===== config.mk =====
export PLATFORM = sky130hd
export DESIGN_NAME = qpu_divider
export DESIGN_NICKNAME = d
export VERILOG_FILES = /design/src/hw/rtl/qpu_pkg.sv /design/src/hw/rtl/qpu_divider.sv
export SDC_FILE = /design/constraint.sdc
export NUM_CORES = 1
export LEC_CHECK = 0
export BUFFER_PORTS_ARGS = -buffer_cell sky130_fd_sc_hd__buf_2
export CORE_MARGIN = 2
export CORE_UTILIZATION = 30
export CTS_BUF_LIST = sky130_fd_sc_hd__clkbuf_4 sky130_fd_sc_hd__clkbuf_8 sky130_fd_sc_hd__clkbuf_16
export DETAILED_ROUTE_END_ITERATION = 10
export PLACE_DENSITY = 0.55
export SETUP_SLACK_MARGIN = 0.15
export SLEW_MARGIN = 10
export SYNTH_ARGS = -nofsm -noshare
export SYNTH_HDL_FRONTEND = slang
export SYNTH_SLANG_ARGS = --single-unit

===== constraint.sdc =====
create_clock -name clk -period 6.5 [get_ports clk]
set_clock_uncertainty 0.1 [all_clocks]
set_input_delay 1.3 -clock clk [delete_from_list [all_inputs] [get_ports clk]]
set_output_delay 1.3 -clock clk [all_outputs]
set_load 0.01 [all_outputs]

===== src/hw/rtl/qpu_pkg.sv =====
`timescale 1ns / 1ps
// ----------------------------------------------------------------------------
// Quaternion pose update package
// Shared widths, word types, the Hamilton product term table and the
// control structures between the top level and the divider.
// ----------------------------------------------------------------------------
package qpu_pkg;

    localparam int COMP_BITS = 32;
    localparam int FRAC_BITS = COMP_BITS - 2;
    localparam int ACC_BITS  = 2 * COMP_BITS + 2;
    localparam int WIDE_BITS = 2 * COMP_BITS;

    localparam logic signed [COMP_BITS-1:0] ONE_VALUE = 32'sh4000_0000;

    typedef logic signed [COMP_BITS-1:0] comp_t;

    // Input word: kind zero restarts the pose, kind one applies an increment.
    localparam logic KIND_RESTART = 1'b0;
    localparam logic KIND_UPDATE  = 1'b1;

    typedef struct packed {
        logic  kind;
        comp_t delta_w;
        comp_t delta_x;
        comp_t delta_y;
        comp_t delta_z;
    } in_word_t;

    typedef struct packed {
        comp_t pose_w;
        comp_t pose_x;
        comp_t pose_y;
        comp_t pose_z;
        logic  zero_length;
    } out_word_t;

    // One term of the Hamilton product: which pose and increment component
    // are multiplied, and whether the product is subtracted.
    typedef struct packed {
        logic [1:0] p_idx;
        logic [1:0] d_idx;
        logic       neg;
    } term_t;

    typedef struct packed {
        logic                 start;
        logic [WIDE_BITS-1:0] num;
        logic [COMP_BITS-1:0] den;
    } div_ctl_t;

    typedef struct packed {
        logic                 done;
        logic [COMP_BITS-1:0] quot;
    } div_st_t;

    // Term table: the upper two bits pick the result component, the lower
    // two the term within its sum.
    function automatic term_t term_sel(input logic [3:0] k);
        term_t t;
        case (k)
            4'd0:    t = '{p_idx: 2'd0, d_idx: 2'd0, neg: 1'b0};
            4'd1:    t = '{p_idx: 2'd1, d_idx: 2'd1, neg: 1'b1};
            4'd2:    t = '{p_idx: 2'd2, d_idx: 2'd2, neg: 1'b1};
            4'd3:    t = '{p_idx: 2'd3, d_idx: 2'd3, neg: 1'b1};
            4'd4:    t = '{p_idx: 2'd0, d_idx: 2'd1, neg: 1'b0};
            4'd5:    t = '{p_idx: 2'd1, d_idx: 2'd0, neg: 1'b0};
            4'd6:    t = '{p_idx: 2'd2, d_idx: 2'd3, neg: 1'b0};
            4'd7:    t = '{p_idx: 2'd3, d_idx: 2'd2, neg: 1'b1};
            4'd8:    t = '{p_idx: 2'd0, d_idx: 2'd2, neg: 1'b0};
            4'd9:    t = '{p_idx: 2'd1, d_idx: 2'd3, neg: 1'b1};
            4'd10:   t = '{p_idx: 2'd2, d_idx: 2'd0, neg: 1'b0};
            4'd11:   t = '{p_idx: 2'd3, d_idx: 2'd1, neg: 1'b0};
            4'd12:   t = '{p_idx: 2'd0, d_idx: 2'd3, neg: 1'b0};
            4'd13:   t = '{p_idx: 2'd1, d_idx: 2'd2, neg: 1'b0};
            4'd14:   t = '{p_idx: 2'd2, d_idx: 2'd1, neg: 1'b1};
            default: t = '{p_idx: 2'd3, d_idx: 2'd0, neg: 1'b0};
        endcase
        return t;
    endfunction

endpackage


===== src/hw/rtl/qpu_divider.sv =====
`timescale 1ns / 1ps
// ----------------------------------------------------------------------------
// Quaternion pose update divider
// Restoring divider, one quotient bit a cycle, for quotients below 2^32.
// ----------------------------------------------------------------------------
module qpu_divider (
    input  logic              clk,
    input  logic              rst_n,
    input  qpu_pkg::div_ctl_t ctl,
    output qpu_pkg::div_st_t  st
);
    import qpu_pkg::*;

    logic [COMP_BITS-1:0] rem_reg;
    logic [COMP_BITS-1:0] dq_reg;
    logic [COMP_BITS-1:0] den_reg;
    logic [4:0]           cnt_reg;
    logic                 busy_reg;

    logic [COMP_BITS:0]   trial;
    logic                 fits;
    logic [COMP_BITS:0]   diff;
    logic [COMP_BITS-1:0] rem_next;
    logic [COMP_BITS-1:0] dq_next;

    // One restoring step: bring down the next dividend bit and subtract if it fits.
    always_comb
    begin
        trial    = {rem_reg, dq_reg[COMP_BITS-1]};
        fits     = trial >= {1'b0, den_reg};
        diff     = trial - {1'b0, den_reg};
        rem_next = fits ? diff[COMP_BITS-1:0] : trial[COMP_BITS-1:0];
        dq_next  = {dq_reg[COMP_BITS-2:0], fits};
    end

    // The upper dividend half is already below the divisor, so it seeds the remainder.
    always_ff @(posedge clk or negedge rst_n)
    begin
        if (!rst_n)
        begin
            busy_reg <= 1'b0;
            cnt_reg  <= '0;
        end
        else if (ctl.start)
        begin
            busy_reg <= 1'b1;
            cnt_reg  <= '0;
            rem_reg  <= ctl.num[WIDE_BITS-1:COMP_BITS];
            dq_reg   <= ctl.num[COMP_BITS-1:0];
            den_reg  <= ctl.den;
        end
        else if (busy_reg)
        begin
            rem_reg <= rem_next;
            dq_reg  <= dq_next;
            cnt_reg <= cnt_reg + 5'd1;
            if (cnt_reg == 5'd31)
            begin
                busy_reg <= 1'b0;
            end
        end
    end

    assign st.done = busy_reg && (cnt_reg == 5'd31);
    assign st.quot = dq_next;

endmodule


==> results by group, run 1 <==
Worst setup path
  • CP Launch Type: flip-flop
  • Crit path arrival time: between 3000 and 4000 ps
  • Delay of the slowest critical-path stage: ~500 ps
  • CP top delay family: compound AO/OA/AOI/OAI gates
  • Critical Path Sink Type: primary output
  • Last element of the critical path: st[0]
  • Reg2reg end: rem_reg[28]$_DFFE_PP_
  • R2r setup slk: approximately 2900 ps
  • CP Max Fanout: 28
  • Levels on crit path: 10
  • Crit path cell chain: ha_1 -> a21o_1 -> a21oi_1 -> o21ai_0 -> nor3_2 -> a31o_4 -> a21oi_4 -> o21ai_4 -> inv_8 -> buf_2
  • CP Data Required Time: roughly 5100 ps
  • WP buf/inv: 2
  • Reg2reg start: dq_reg[31]$_DFFE_PP_
  • Critical path's slowest cell: o21ai_4
  • R2R cell count: 12
  • Crit. Startpoint: rem_reg[5]$_DFFE_PP_
  • Crit Path Class: reg2out

Layout
  • Share of layout cells above drive strength 1: 29.8%
  • Area delta synth->final: 15.8%
  • Fin cells: approximately 930
  • Final net count: about 800
  • Util after Layout: approximately 36%

Pwr
  • Overall Power: between 2000 and 2500 uW
  • VDD IR-drop max: between 100 and 150 uV
  • P_leak: 0.00313 uW
  • PD cells: ~280 mW/mm^2

Placement
  • DP HPWL: between 10,000 and 15,000 um
  • I/O Buffers: between 100 and 150
  • Placed Cells incl. Taps: 911
  • DP Worst Slack: 2180 ps
  • Routability cong.: ~0.79

Clock tree
  • Root Buffer Master: clkbuf_16
  • Setup bufs post-CTS: 0
  • Clock sink count: roughly 100
  • CTS tree: yes
  • Clock latency at the later pin of the worst-skew pair: between 300 and 400 ps
  • Cts hold-fix bufs: 0
  • CTS max path bufs: 2
  • Num CTS Buffers: 9
  • Post-CTS resize count: 0
  • Worst-path clk slew: 70 ps
  • # H-tree levels: 3

Yosys
  • Synth top area cells: edfxtp_1 46%, ha_1 6.8%, mux2_2 6.0%
  • Sequential element share of the synthesized area: 48.6%
  • Post-synth EDFFs: 96
  • Post-synth top area cell: edfxtp_1
  • Flops & latches, synth: 102
  • Mapped Area: roughly 0.0062 mm^2
  • Ys async rst share: 5.88%
  • Yosys top cell area share: between 40 and 50%
  • Top-count cell post-synth: edfxtp_1
  • Net Count, Synth: between 600 and 700
  • Post-synth top cells: 96 x edfxtp_1, 49 x nand2_1, 39 x inv_1, 34 x ha_1
  • Mean Syn Cell Area: approximately 11 um^2
  • Yosys warns: 0
  • Distinct cells, synth: between 50 and 60
  • Cells after synthesis: about 560
  • Prevailing post-synth register cell: edfxtp_1

Die
  • I/O pin total: ~130
  • Die width: about 150 um
  • Die area: around 0.022 mm^2
  • Starting Density: between 30 and 40%
  • # rows: 52
  • Die Y: 148 um
  • Core Box Area: a little over 0.02 mm^2

Global routing
  • First-pass GRT wire length: approximately 23,000 um
  • Largest net degree at the start of global routing: between 60 and 70
  • Total track usage: a little over an eighth
  • Remaining global-route overflow: 0
  • Vias in the first global route: around 4,400
  • Initial antenna violation count: 2

Route
  • DRT Pass-1 Iters: 4
  • Total number of vias: about 4,400
  • Avg WL per Cell: 15.8 um
  • Vias per inst: 4.72
  • Antenna Nets Post-Route: 0
  • Initial DRC count: about 200
  • Final WL: ~15,000 um
  • DRC violations left: 0

Worst hold path
  • Hold WC Path Type: reg2reg

Timing
  • Setup violators final: 0
  • RSZ-0062 raised after global routing: false
  • Total negative slack: 0 ps
  • Fin crit share: roughly 73%
  • Tmin final: 4740 ps
  • Post-route setup slack: between 1500 and 2000 ps
  • Final-report hold violation count: 0
  • Pins Over Slew Limit: 0
  • FMAX: 0.211 GHz
  • Slew headroom: a little under a quarter
  • Worst slew pin tran: roughly 1100 ps

Outcome
  • Outcome: complete, no violations

Job
  • # Max-Cap Violations: 0
==> logic make-up (layout without fill, tap and decap cells) <==
family,count (synthesis),in the layout,share of synthesized area [%]
adders and majority gates,35,35,7.14
other,0,2,0
and+or+nand+nor,111,111,8.24
DFF,102,102,48.6
xor gates and xnor gates,29,29,4.07
AOI/OAI and AO/OA,132,132,13.8
muxes,58,58,9.96
buffers and inverters,91,190,8.20
==> metrics by stage <==
| stage | hold WS (ps) | instance area (um^2) |
|---|---|---|
| after global routing | 480 | 7230 |
| after CTS | 448 | 7220 |
| final | 439 | 7230 |
| after floorplan | 393 | 6240 |
| after global placement | 419 | 6910 |
| after detailed placement | 431 | 6910 |
==> worst min path at each step <==
stage                                       from                endpoint  slack [ps]  cells past startpoint
after floorplan           cnt_reg[4]$_DFFE_PN0N_  cnt_reg[4]$_DFFE_PN0N_         390                      2
after global placement    cnt_reg[4]$_DFFE_PN0N_  cnt_reg[4]$_DFFE_PN0N_         420                      2
after detailed placement  cnt_reg[4]$_DFFE_PN0N_  cnt_reg[4]$_DFFE_PN0N_         430                      2
after CTS                 cnt_reg[4]$_DFFE_PN0N_  cnt_reg[4]$_DFFE_PN0N_         450                      2
after global routing      cnt_reg[4]$_DFFE_PN0N_  cnt_reg[4]$_DFFE_PN0N_         480                      2
final                     cnt_reg[4]$_DFFE_PN0N_  cnt_reg[4]$_DFFE_PN0N_         440                      2
==> placed cells by master, fill, tap and decap left out, types with 12 or more instances in the layout <==
cell type  synthesis  layout
o21ai_0           28      28
nor2_1            17      17
buf_2              2     130
mux2_2            33      33
o21ai_1           14      14
edfxtp_1          96      96
ha_1              34      34
a21oi_1           33      33
xor2_1            12      12
mux2i_1           25      25
nand3_1           12      12
inv_1             39      39
a21o_1            14      14
nand2_1           49      49
xnor2_1           17      17
==> metal layers <==
layer	vias up	GRT usage (%)	wire length, um
met5	-	0	0
met4	0	5.67	249
met3	16	2.30	493
met2	75	21.9	6990
met1	2100	18.2	6970
li1	2193	-	-
==> final cells by class <==
class / instances / area (um^2)
Clock buffer: 13 / 297
Inverter: 40 / 158
Multi-Input combinational cell: 365 / 2700
Tap cell: 270 / 338
Clock inverter: 3 / 21.3
Fill cell: 2113 / 13100
Sequential cell: 102 / 3030
Timing Repair Buffer: 134 / 681
Antenna cell: 2 / 5.00
==> worst register-to-register path: stages, from the launching register on <==
cell and delay, ps:
edfxtp_1 360, inv_1 130, ha_1 200, fa_1 210
nor2b_1 70, o31a_1 250, o21ai_0 620, o21ai_1 290
a211o_1 370, a21oi_1 240, a21oi_1 130, xnor2_1 200
o221ai_1 140
==> report_power, final <==
part           internal (uW)  total [uW]  switching, uW
sequential               803         833           30.4
combinational            271         619            348
clock                    323         573            250
total                   1400        2030            629
No activity file was read; power rests on OpenSTA's default activity.
==> run 2: changes to the inputs <==
clock period = 4.56 ns   (was 6.5 ns; I/O delays follow)
==> results by group, run 2 (same netlist as run 1, synthesis figures left out) <==
Worst setup path
  • R2r setup slk: 1250 ps (-1680 ps)
  • R2R cell count: 11 (-1)
  • Crit Path Class: reg2out
  • Reg2reg end: rem_reg[0]$_DFFE_PP_
  • CP Launch Type: flip-flop
  • Delay of the slowest critical-path stage: 400 ps (-100 ps)
  • CP Data Required Time: 3550 ps (-1550 ps)
  • Critical path's slowest cell: edfxtp_1
  • CP Max Fanout: 28 (unchanged)
  • Crit path arrival time: 3000 ps (-340 ps)
  • CP top delay family: compound AO/OA/AOI/OAI gates
  • Crit path cell chain: ha_1 -> and3_1 -> nand3_1 -> o21ai_0 -> nor3_2 -> a31o_4 -> a21oi_4 -> o21ai_4 -> inv_8 -> buf_2
  • WP buf/inv: 2 (unchanged)
  • Critical Path Sink Type: primary output
  • Reg2reg start: rem_reg[5]$_DFFE_PP_

Layout
  • Area delta synth->final: 16.3%
  • Fillers: 2,112 (-0.047%)
  • Register area: 0.00303 mm^2 (unchanged)
  • Final net count: 788 (+0.25%)
  • Multi-input logic area: 0.00270 mm^2 (unchanged)
  • Most frequent cells in the layout: 130 x buf_2, 96 x edfxtp_1, 49 x nand2_1
  • Share of layout cells above drive strength 1: 29.9% (+0.061 points)
  • Commonest non-fill, non-tap cell in the layout: buf_2

Die
  • # rows: 52 (unchanged)
  • Die area: 0.0220 mm^2 (unchanged)
  • Die width: 148 um (unchanged)
  • Core Box Area: 0.0203 mm^2 (unchanged)
  • I/O pin total: 132 (unchanged)
  • Starting Density: 30.7% (unchanged)
  • Die Y: 148 um (unchanged)

Pwr
  • VDD IR-drop max: 156 uV (+30%)
  • PD cells: 401 mW/mm^2 (+43%)
  • P_leak: 0.00313 uW (+0.25%)

Placement
  • Routability cong.: 0.800 (+0.65%)
  • DP HPWL: 10,600 um (-2.7%)
  • I/O Buffers: 131 (unchanged)

Route
  • Initial DRC count: 278 (+36%)
  • Vias per inst: 4.71 (-0.28%)
  • Total number of vias: 4,381 (-0.068%)
  • Final WL: 14,400 um (-2.1%)
  • Antenna Nets Post-Route: 0 (unchanged)
  • Avg WL per Cell: 15.5 um (-2.3%)
  • DRC violations left: 0 (unchanged)
  • DRT Pass-1 Iters: 4 (unchanged)

Worst hold path
  • Hold WC Path Type: in2async

Timing
  • Slew headroom: 42.4% (+18 points)
  • WHS: 286 ps (-153 ps)
  • FMAX: about 0.25 GHz
  • Worst slew pin tran: 864 ps (-277 ps)
  • Pins Over Slew Limit: 0 (unchanged)
  • RSZ-0062 raised after global routing: false
  • Final-report hold violation count: 0 (unchanged)
  • Total negative slack: 0 ps (unchanged)
  • Tmin final: between 4000 and 5000 ps
  • Fin crit share: between 80 and 90%
  • Setup violators final: 0 (unchanged)

Global routing
  • Vias in the first global route: 4,448 (+0.91%)
  • First-pass GRT wire length: 22,700 um (-3.1%)
  • Largest net degree at the start of global routing: 52 (-17%)
  • Total track usage: 13.2% (-0.36 points)
  • Remaining global-route overflow: 0 (unchanged)
  • Initial antenna violation count: 2 (unchanged)

Clock tree
  • Clock latency at the later pin of the worst-skew pair: 360 ps (about the same)
  • Root Buffer Master: clkbuf_16
  • CTS max path bufs: 2 (unchanged)
  • CTS tree: yes
  • Clock sink count: 102 (unchanged)
  • Num CTS Buffers: 9 (unchanged)
  • Worst-path clk slew: 70 ps (about the same)
  • # H-tree levels: 3 (unchanged)
  • Cts hold-fix bufs: 0 (unchanged)
  • Setup bufs post-CTS: 0 (unchanged)
  • Post-CTS resize count: 0 (unchanged)

Job
  • # Max-Cap Violations: 0 (unchanged)

Outcome
  • Outcome: complete, no violations
[run 2: changes by cell type in the layout (fill, tap and decap cells not counted), sizes merged]
cell      delta
clkinvlp     +1
bufinv       +2
clkinv       +1
buf          +2
clkbuf       -3
inv          -1
[run 2: where the power goes]
part	switching, uW	leakage [uW]	internal, uW	total (uW)
sequential	42.5	0.00101	1140	1190
clock	349	0.000150	487	836
combinational	496	0.00198	394	889
[run 2: per-stage QoR]
step	util [%]	area [um^2]	std cells	total power [uW]	setup WS, ps
6_report	35.8	7260	931	2910	551
5_1_grt	35.8	7260	931	3080	362
4_1_cts	35.7	7250	929	2950	547
3_5_place_dp	34.2	6930	913	2100	962
3_3_place_gp	34.2	6930	913	2100	1020
2_1_floorplan	-	6240	558	1920	1020
[run 2: per-layer routing]
layer | global-route usage (%) | vias to the layer above | wire length (um)
met2 | 21.5 | 82 | 6690
met1 | 17.2 | 2082 | 6880
li1 | - | 2193 | -
met3 | 2.42 | 24 | 421
met5 | 0 | - | 0
met4 | 6.00 | 0 | 399
[run 2: area by class of cell]
cell class                      count  share of cell area, %
Inverter                           40                   2.17
Antenna cell                        2                 0.0689
Timing Repair Buffer              136                   9.76
Clock buffer                       10                   3.21
Tap cell                          270                   4.65
Clock inverter                      6                   1.21
Multi-Input combinational cell    365                   37.2
Sequential cell                   102                   41.8
[run 2: worst max-delay path by stage]
| stage | depth (start not counted) | slack, ps | start | endpoint |
|---|---|---|---|---|
| final | 10 | 550 | rem_reg[11]$_DFFE_PP_ | st[0] |
| after global routing | 10 | 360 | rem_reg[11]$_DFFE_PP_ | st[0] |
| after CTS | 10 | 550 | rem_reg[10]$_DFFE_PP_ | st[0] |
| after detailed placement | 10 | 960 | rem_reg[10]$_DFFE_PP_ | st[0] |
| after global placement | 10 | 1020 | rem_reg[10]$_DFFE_PP_ | st[0] |
| after floorplan | 3 | 1020 | ctl[96] | dq_reg[0]$_DFFE_PP_ |
